**config.mk**
```make
export PLATFORM = sky130hd
export DESIGN_NAME = rfb_front_flat
export DESIGN_NICKNAME = d
export VERILOG_FILES = /design/src/rfb_pkg.sv /design/src/rfb_ifs.sv /design/src/rfb_front.sv /design/src/flat_wrapper.sv
export SDC_FILE = /design/constraint.sdc
export NUM_CORES = 1
export LEC_CHECK = 0
export BUFFER_PORTS_ARGS = -buffer_cell sky130_fd_sc_hd__buf_2
export CORE_ASPECT_RATIO = 1.1
export CORE_UTILIZATION = 55
export DETAILED_ROUTE_END_ITERATION = 8
export GPL_ROUTABILITY_DRIVEN = 0
export PLACE_DENSITY_LB_ADDON = 0.05
export SLEW_MARGIN = 40
export SYNTH_ARGS = -nofsm -noshare
export SYNTH_HDL_FRONTEND = slang
export SYNTH_SLANG_ARGS = --single-unit
```
**constraint.sdc**
```tcl
create_clock -name clk -period 16 [get_ports clk]
set_input_delay 4.8 -clock clk [delete_from_list [all_inputs] [get_ports clk]]
set_output_delay 4.8 -clock clk [all_outputs]
set_load 0.005 [all_outputs]
```
**src/rfb_pkg.sv**
```systemverilog
package rfb_pkg;

  localparam int MOM_W   = 40;
  localparam int ANGLE_W = 24;
  localparam int CFG_IDX_W = 2;

  localparam logic [CFG_IDX_W-1:0] CFG_ANGLE_LOW  = 2'd0;
  localparam logic [CFG_IDX_W-1:0] CFG_ANGLE_HIGH = 2'd1;

  localparam logic [ANGLE_W-1:0] ANGLE_LOW_RST  = 24'd32768;
  localparam logic [ANGLE_W-1:0] ANGLE_HIGH_RST = 24'd557056;

  localparam logic [1:0] FAULT_NONE = 2'd0;
  localparam logic [1:0] FAULT_ZERO = 2'd1;
  localparam logic [1:0] FAULT_REF  = 2'd2;

  localparam int CORDIC_STEPS = 28;
  localparam logic [63:0] DEG_PER_RAD_Q24 = 64'd961263669;

  typedef struct packed {
    logic signed [MOM_W-1:0] ref_px;
    logic signed [MOM_W-1:0] ref_py;
    logic signed [MOM_W-1:0] ref_pz;
    logic signed [MOM_W-1:0] ref_energy;
    logic signed [MOM_W-1:0] part_px;
    logic signed [MOM_W-1:0] part_py;
    logic signed [MOM_W-1:0] part_pz;
    logic signed [MOM_W-1:0] part_energy;
  } in_item_t;

  typedef struct packed {
    logic signed [MOM_W-1:0] boosted_px;
    logic signed [MOM_W-1:0] boosted_py;
    logic signed [MOM_W-1:0] boosted_pz;
    logic signed [MOM_W-1:0] boosted_energy;
    logic [ANGLE_W-1:0]      polar_angle;
    logic                    in_window;
    logic [1:0]              fault;
  } out_item_t;

  typedef struct packed {
    logic     nonpos_energy;
    in_item_t item;
  } qhead_t;

  // arctangent of 2^-i in Q.24 degrees
  function automatic logic [31:0] atan_step(input logic [4:0] i);
    logic [63:0] v;
    v = '0;
    case (i)
      5'd0:  v = 64'd754974720;
      5'd1:  v = 64'd445687602;
      5'd2:  v = 64'd235489088;
      5'd3:  v = 64'd119537938;
      5'd4:  v = 64'd60000934;
      5'd5:  v = 64'd30029717;
      5'd6:  v = 64'd15018523;
      5'd7:  v = 64'd7509720;
      5'd8:  v = 64'd3754917;
      5'd9:  v = 64'd1877466;
      5'd10: v = 64'd938734;
      5'd11: v = 64'd469367;
      default: v = (DEG_PER_RAD_Q24 + (64'd1 << (i - 5'd1))) >> i;
    endcase
    return v[31:0];
  endfunction

endpackage

```
**src/rfb_ifs.sv**
```systemverilog
interface rfb_in_if;
  import rfb_pkg::*;
  logic     valid;
  logic     ready;
  in_item_t payload;
  modport source (output valid, output payload, input ready);
  modport sink (input valid, input payload, output ready);
endinterface


```
**src/rfb_front.sv**
```systemverilog
module rfb_front #(
  parameter int DEPTH = 4
) (
  input  logic            clk,
  input  logic            rst,
  rfb_in_if.sink          item_in,
  output logic            head_valid,
  output rfb_pkg::qhead_t head,
  input  logic            pop
);
  import rfb_pkg::*;

  localparam int PTR_W = (DEPTH > 1) ? $clog2(DEPTH) : 1;
  localparam int CNT_W = $clog2(DEPTH + 1);

  qhead_t             mem [DEPTH];
  logic [PTR_W-1:0]   wr_ptr;
  logic [PTR_W-1:0]   rd_ptr;
  logic [CNT_W-1:0]   count;
  logic               push;
  logic               take;
  qhead_t             entry;

  assign item_in.ready = (count < CNT_W'(DEPTH));
  assign push = item_in.valid && item_in.ready;
  assign take = pop && head_valid;
  assign head_valid = (count != '0);
  assign head = mem[rd_ptr];

  // classify while queueing: a reference with no positive energy is never timelike
  always_comb begin
    entry.item = item_in.payload;
    entry.nonpos_energy = (item_in.payload.ref_energy <= 0);
  end

  always_ff @(posedge clk) begin
    if (push) begin
      mem[wr_ptr] <= entry;
    end
  end

  always_ff @(posedge clk) begin
    if (rst) begin
      wr_ptr <= '0;
      rd_ptr <= '0;
      count <= '0;
    end else begin
      if (push) begin
        wr_ptr <= (wr_ptr == PTR_W'(DEPTH - 1)) ? '0 : wr_ptr + 1'b1;
      end
      if (take) begin
        rd_ptr <= (rd_ptr == PTR_W'(DEPTH - 1)) ? '0 : rd_ptr + 1'b1;
      end
      if (push && !take) begin
        count <= count + 1'b1;
      end else if (take && !push) begin
        count <= count - 1'b1;
      end
    end
  end

endmodule

```
**src/flat_wrapper.sv**
```systemverilog
// flat-port wrapper written by rule: the top's interface ports become plain ports
module rfb_front_flat import rfb_pkg::*;
#(
  parameter int DEPTH = 4
)
  (clk, rst, head_valid, head, pop, item_in_valid, item_in_payload, item_in_ready);
  rfb_in_if item_in_i ();
  input  logic clk;
  input  logic rst;
  output logic head_valid;
  output rfb_pkg::qhead_t head;
  input  logic pop;
  input wire logic [$bits(item_in_i.valid)-1:0] item_in_valid;
  input wire logic [$bits(item_in_i.payload)-1:0] item_in_payload;
  output wire logic [$bits(item_in_i.ready)-1:0] item_in_ready;
  assign item_in_i.valid = item_in_valid;
  assign item_in_i.payload = item_in_payload;
  assign item_in_ready = item_in_i.ready;
  rfb_front #(.DEPTH(DEPTH)) u_core (.clk(clk), .rst(rst), .item_in(item_in_i), .head_valid(head_valid), .head(head), .pop(pop));
endmodule
```
==> summary.md, run 1 <==
| Metric | Value |
|---|---|
| Post-DR wirelength/cell | `27.6 um` |
| Reg-to-reg endpoint | `u_core.mem[2][281]` |
| MaxCap Viol Count | `0` |
| H-tree levels | `3` |
| First DRT Iteration DRCs | `1513` |
| Die X | `281 um` |
| Initial antenna violation count | `53` |
| Area leader, netlist | `edfxtp_1` |
| Relative slew margins | `44.8%` |
| Area of the multi-input gates | `7580 um2` |
| Hold buffers post-CTS | `0` |
| Startpoint Class | `flop` |
| Critical path buffers and inverters | `3` |
| Largest net degree at the start of global routing | `89` |
| Achievable Freq | `0.122 GHz` |
| CP peak stage delay | `630 ps` |
| Vias in the first global route | `22.0k` |
| Worst EP required | `11200 ps` |
| WL final | `103000 um` |
| Total nets after synthesis | `2069` |
| Placed Instances | `3483` |
| Clk Latency, worst-skew pair | `680 ps` |
| Crit path depth | `4` |
| Synth warn | `0` |
| Post-Syn Instances | `1738` |
| Final setup vio count | `0` |
| Max VDD drop | `0.000121 V` |
| Crit end category | `primary output` |
| Die Span Y | `309 um` |
| Share of cells above drive strength 1 | `45.2%` |
| PwrDens | `155 nW/um2` |
| Maximum buffer depth of the clock tree | `3` |
| Post-layout min period | `8220 ps` |
| Crit Path Class | `reg -> out` |
| Die area | `86900 um2` |
| Clk sinks | `1293` |
| Worst-path fanout max | `53` |
| Finished Layout Cells | `3724` |
| Outcome | `complete, no violations` |
| Critical path destination | `head[77]` |
| Top cell type's share of synthesized area | `81.7%` |
| Filler cell count | `5701` |
| Core Region | `84900 um2` |
| Final hold vios | `0` |
| Post-synth cell types | `24` |
| CTS Root Cell | `clkbuf_16` |
| Final routed DRC violation total | `0` |
| FF+latch area | `38700 um2` |
| Final slew viol count | `0` |
| R2R Path Start | `u_core.count[2]` |
| Io pins | `647` |
| Clock-pin slew on the worst setup and hold paths | `60 ps` |
| Arrival time of the worst setup path | `3420 ps` |
| Initial DRT Pass Iterations | `5` |
| # resized after CTS | `0` |
| Worst path cell trace | `buf_4 > clkbuf_8 > mux4_2 > buf_2` |
| Dominant cells by area after synthesis | `edfxtp_1 (82%), mux4_2 (15%), buf_12 (1.4%)` |
| Via count | `21.1k` |
| TNS Setup | `0 ps` |
| Post-CTS Setup Repair Bufs | `0` |
| Area grow syn2layout | `17.5%` |
| Cell area after synthesis | `47200 um2` |
| Nets | `2798` |
| WHS | `505 ps` |
| Sequential element share of the synthesized area | `82.1%` |
| GR Overflow Total | `0` |
| Final clock period utilization by the worst path | `51.4%` |
| First-pass GRT wire length | `148000 um` |
| R2R setup slack | `12090 ps` |
| Final setup skew | `15.6 ps` |
| Seq cells post-synth | `1293` |
| CTS buffer count | `121` |
| CTS tree | `built` |
| Synthesized area per cell | `27.1 um2` |
| Cell row count | `112` |
| I/O Buffers | `646` |
| RSZ-0062 raised after global routing | `false` |
| Dpl hpwl | `66100 um` |
| Worst Hold Class | `reg -> reg` |
| Register-to-Register Path Depth | `6` |
| ANT nets after route | `0` |
| Worst-Margin Slew | `827 ps` |
| Vias per inst | `5.68` |
| Lkg Pwr | `0.0183 uW` |
| Initial Util | `55.5%` |
| Total GRT Usage | `23.6%` |
| Largest delay contributor family on the critical path | `buffers and inverters` |
| Slowest CP cell | `clkbuf_8` |
-- cell usage in the layout, fill, tap and decap left out, types with 2 or more instances in the layout --
cell,synthesis,final
xor2_1,2,2
nor4_1,9,9
o31ai_1,2,2
mux4_2,321,321
ha_1,6,6
clkbuf_16,0,124
a21oi_1,2,2
nor2_1,6,6
diode_2,0,22
dfxtp_4,0,2
buf_6,1,9
buf_4,3,3
nand4_1,2,2
nand2_1,2,2
inv_1,5,5
bufinv_16,0,9
or3_1,3,3
and2_4,0,4
mux2i_1,4,4
clkbuf_1,7,28
buf_12,32,10
dfxtp_1,9,7
edfxtp_1,1284,1284
clkinv_1,0,38
clkinv_2,0,13
buf_16,0,9
clkbuf_8,0,4
buf_2,30,646
-- per-layer routing --
| metal | global-route usage [%] | vias up | wire length, um |
|---|---|---|---|
| met2 | 38.2 | 679 | 51600 |
| li1 | - | 9079 | - |
| met4 | 8.52 | 52 | 2980 |
| met1 | 29.7 | 11100 | 38900 |
| met5 | 0 | - | 364 |
| met3 | 8.43 | 209 | 9120 |
-- power by group --
group          internal [uW]  total [uW]  switching (uW)
Combinational            804        1680             879
Clock                   1560        2720            1160
Sequential              4080        4170            86.9
-- flip-flops by register name, summed over array words and instances (netlist names), named ones only --
register       cells
u_core.count       3
u_core.mem      1284
u_core.rd_ptr      2
u_core.wr_ptr      2
-- stage by stage --
| step | utilization [%] | area, um2 | total power [uW] | worst slack [ps] |
|---|---|---|---|---|
| after global placement | 60.3 | 51200 | 5910 | 7520 |
| final | 65.2 | 55400 | 8570 | 7780 |
| after global routing | 65.2 | 55400 | 8900 | 7470 |
| after floorplan | - | 47200 | 5360 | 2820 |
| after detailed placement | 60.7 | 51600 | 5970 | 7510 |
| after CTS | 65.1 | 55300 | 8690 | 7640 |
-- layout make-up --
| cell class | instances | area share [%] |
|---|---|---|
| tap | 1140 | 2.57 |
| timing repair buffer | 679 | 6.92 |
| inverter | 5 | 0.0339 |
| multi-input combinational | 367 | 13.7 |
| sequential | 1293 | 69.9 |
| clock buffer | 154 | 5.84 |
| clock inverter | 64 | 0.937 |
| antenna | 22 | 0.0994 |
-- worst register-to-register path, delay by kind of cell, from the launching register on --
family,cells,cell delay [ps]
buffers and inverters,4,1860
and+or+nand+nor,2,1250
DFF,1,390
-- how the worst min path moves through the flow --
stage                      from    to  slack (ps)  cells after the start
5_1_grt        u_core.rd_ptr[0]  flop         540                      2
6_report       u_core.rd_ptr[0]  flop         500                      2
2_1_floorplan  u_core.rd_ptr[0]  flop         460                      2
3_3_place_gp   u_core.rd_ptr[0]  flop         480                      2
4_1_cts        u_core.rd_ptr[0]  flop         510                      2
3_5_place_dp   u_core.rd_ptr[0]  flop         500                      2
-- synthesized netlist by cell type --
cell type / instances
edfxtp_1: 1284
mux4_2: 321
buf_12: 32
buf_2: 30
dfxtp_1: 9
nor4_1: 9
clkbuf_1: 7
ha_1: 6
nor2_1: 6
inv_1: 5
and2_1: 4
mux2i_1: 4
buf_4: 3
or3_1: 3
a21oi_1: 2
nand2_1: 2
nand4_1: 2
o31ai_1: 2
xor2_1: 2
buf_6: 1
fa_1: 1
nor2b_1: 1
nor3_1: 1
o21ai_0: 1
-- cells by family after synthesis --
group	count (synthesis)	share of synthesized area, %
AND/OR/NAND/NOR	28	0.326
AO/OA/AOI/OAI	5	0.0636
adder cells (fa/ha/maj)	7	0.202
flip-flops	1293	82.1
XOR/XNOR	2	0.0371
buffers and inverters	78	1.84
multiplexers	325	15.4
Note: power is estimated with default switching activity, not from simulation.
==> inputs of run 2 (changes only) <==
--- a/config.mk
+++ b/config.mk
@@ -7,7 +7,7 @@
 export LEC_CHECK = 0
 export BUFFER_PORTS_ARGS = -buffer_cell sky130_fd_sc_hd__buf_2
 export CORE_ASPECT_RATIO = 1.1
-export CORE_UTILIZATION = 55
+export CORE_UTILIZATION = 52
 export DETAILED_ROUTE_END_ITERATION = 8
 export GPL_ROUTABILITY_DRIVEN = 0
 export PLACE_DENSITY_LB_ADDON = 0.05
==> constraint.sdc (replaced) <==
create_clock -name clk -period 6.61 [get_ports clk]
set_input_delay 1.983 -clock clk [delete_from_list [all_inputs] [get_ports clk]]
set_output_delay 1.983 -clock clk [all_outputs]
set_load 0.005 [all_outputs]
==> run 2 against run 1 <==
Compared with the run above: global-route usage decreased by 0.94 points; cell count grew 1.2%; combinational power rose by 140%; flip-flop and latch count unchanged; clock power increased to 2.6 times the previous value; routed wire length shrank 0.40%; via count up 0.69%.
==> summary.md, run 2 (synthesized netlist as in run 1, its figures left out) <==
| Metric | Value |
|---|---|
| Largest net degree at the start of global routing | `90 (was 89)` |
| Clock-pin slew on the worst setup and hold paths | `60 ps (about the same)` |
| Final setup skew | `16.8 ps (was 15.6 ps)` |
| Relative slew margins | `46.8% (was 44.8%)` |
| # resized after CTS | `0 (unchanged)` |
| Critical path buffers and inverters | `3 (unchanged)` |
| First DRT Iteration DRCs | `1342 (was 1513)` |
| Die Span Y | `318 um (was 309 um)` |
| Lkg Pwr | `0.0185 uW (was 0.0183 uW)` |
| Core Region | `89600 um2 (was 84900 um2)` |
| Final slew viol count | `0 (unchanged)` |
| Worst-path fanout max | `24 (was 53)` |
| Vias in the first global route | `22.8k (was 22.0k)` |
| Arrival time of the worst setup path | `2830 ps (was 3420 ps)` |
| Area grow syn2layout | `18.3% (was 17.5%)` |
| Initial antenna violation count | `52 (was 53)` |
| Worst EP required | `4630 ps (was 11200 ps)` |
| I/O Buffers | `646 (unchanged)` |
| Final clock period utilization by the worst path | `72.8%` |
| Pint | `16000 uW (was 6440 uW)` |
| Worst path cell trace | `buf_12 > buf_4 > mux4_2 > buf_2 (was buf_4 > clkbuf_8 > mux4_2 > buf_2)` |
| Initial DRT Pass Iterations | `5 (unchanged)` |
| Comb power frac | `19.3% (was 19.6%)` |
| GR Overflow Total | `0 (unchanged)` |
| Via count | `21.3k (was 21.1k)` |
| Filler cell count | `6195 (was 5701)` |
| Io pins | `647 (unchanged)` |
| Total GRT Usage | `22.7% (was 23.6%)` |
| Clk network pwr share | `33.3% (was 31.7%)` |
| Achievable Freq | `0.208 GHz` |
| Clk sinks | `1293 (unchanged)` |
| CTS buffer count | `131 (was 121)` |
| Crit Path Class | `reg -> out (unchanged)` |
| Dpl hpwl | `65800 um (was 66100 um)` |
| Worst Hold Class | `reg -> reg (unchanged)` |
| Max VDD drop | `0.000259 V (was 0.000121 V)` |
| Initial Util | `52.6% (was 55.5%)` |
| Seq pwr share | `47.4% (was 48.6%)` |
| Final routed DRC violation total | `0 (unchanged)` |
| RSZ-0062 raised after global routing | `false (unchanged)` |
| ANT nets after route | `0 (unchanged)` |
| Net Sw Frac | `24.6% (was 24.8%)` |
| Startpoint Class | `flop (unchanged)` |
| Post-layout min period | `4810 ps` |
| Die area | `91900 um2 (was 86900 um2)` |
| Nets | `2819 (was 2798)` |
| H-tree levels | `4 (was 3)` |
| Pwr Total | `21200 uW (was 8570 uW)` |
| WHS | `494 ps (was 505 ps)` |
| Largest Register | `u_core.mem (unchanged)` |
| Commonest cells after routing, fill and taps aside | `edfxtp_1 (1284), buf_2 (646), mux4_2 (321), clkbuf_16 (137), clkbuf_1 (34) (was edfxtp_1 (1284), buf_2 (646), mux4_2 (321), clkbuf_16 (124), clkinv_1 (38))` |
| Vias per inst | `5.65 (was 5.68)` |
| Share of cells above drive strength 1 | `46.0% (was 45.2%)` |
| Die X | `289 um (was 281 um)` |
| Slowest CP cell | `mux4_2 (was clkbuf_8)` |
| PwrDens | `381 nW/um2 (was 155 nW/um2)` |
| Max reg flops | `1284 (unchanged)` |
| Post-DR wirelength/cell | `27.2 um (was 27.6 um)` |
| First-pass GRT wire length | `149000 um (was 148000 um)` |
| Outcome | `complete, no violations (unchanged)` |
| TNS Setup | `0 ps (unchanged)` |
| Final Util | `62.3% (was 65.2%)` |
| Crit end category | `primary output (unchanged)` |
| Net Switching | `5220 uW (was 2130 uW)` |
| Hold buffers post-CTS | `0 (unchanged)` |
| WL final | `103000 um (about the same)` |
| R2R setup slack | `4030 ps (was 12090 ps)` |
| CTS Root Cell | `clkbuf_16 (unchanged)` |
| Maximum buffer depth of the clock tree | `3 (unchanged)` |
| Most common cell after layout, fill and taps aside | `edfxtp_1 (unchanged)` |
| Post-CTS Setup Repair Bufs | `0 (unchanged)` |
| Top Registers | `u_core.mem: 1284 flops, u_core.count: 3 flops (unchanged)` |
| Cell row count | `115 (was 112)` |
| Final hold vios | `0 (unchanged)` |
| Final setup vio count | `0 (unchanged)` |
| Largest delay contributor family on the critical path | `buffers and inverters (unchanged)` |
| Worst-Margin Slew | `792 ps (was 827 ps)` |
| CP peak stage delay | `630 ps (about the same)` |
| MaxCap Viol Count | `0 (unchanged)` |
| CTS tree | `built (unchanged)` |
| Clk Latency, worst-skew pair | `700 ps (was 680 ps)` |
run 2: cell count changes in the layout (fill, tap and decap cells not counted), moves of 2 or more:
cell       change
buf_4         +17
clkinv_1      -15
buf_12        +14
clkbuf_16     +13
buf_16         -9
buf_6          -9
clkbuf_1       +6
diode_2        -6
clkinv_2       +5
clkbuf_8       -4
bufinv_16      +2
run 2: final cells by class:
type                    instances  area (um2)  share of cell area [%]
multi-input cells             367        7580                    13.6
clock buffers                 171        3560                    6.37
flip-flops and latches       1293       38700                    69.4
inverters                       5        18.8                  0.0336
clock inverters                55         544                   0.975
diodes                         16        40.0                  0.0717
repair buffers                690        3860                    6.92
well taps                    1170        1460                    2.62
run 2: routing by layer:
| layer | global-route usage [%] | up-vias | wire (um) |
|---|---|---|---|
| li1 | - | 9129 | - |
| met4 | 9.61 | 44 | 3950 |
| met5 | 0 | - | 280 |
| met3 | 7.73 | 242 | 8200 |
| met1 | 27.1 | 11200 | 37700 |
| met2 | 37.5 | 677 | 52300 |
run 2: final timing paths:
kind,cells after the start,end,startpoint
setup / recovery,4,head[98],flop
hold reg to reg,2,flop,u_core.rd_ptr[0]
hold / removal,2,flop,u_core.rd_ptr[0]
setup reg to reg,4,u_core.mem[3][5],u_core.count[2]
run 2: worst min-delay path: stages (launching register included):
cell and delay [ps]:
dfxtp_1 320, nand2_1 60, a21oi_1 70
run 2: power by group through the flow:
stage / registers, uW / logic (uW) / clock network (uW)
finish: 10100 / 4100 / 7070
global route: 10100 / 4410 / 7530
CTS: 10100 / 4180 / 7250
detailed placement: 10300 / 4160 / 0
global placement: 10200 / 4130 / 0
floorplan: 10300 / 2570 / 0
run 2: stage by stage:
step                cells  setup WS [ps]  instance area [um2]
floorplan            1738           -138                47200
finish               3767           1800                55800
CTS                  3750           1480                55700
global route         3761           1590                55800
global placement     3519           2120                51500
detailed placement   3524           2250                51600
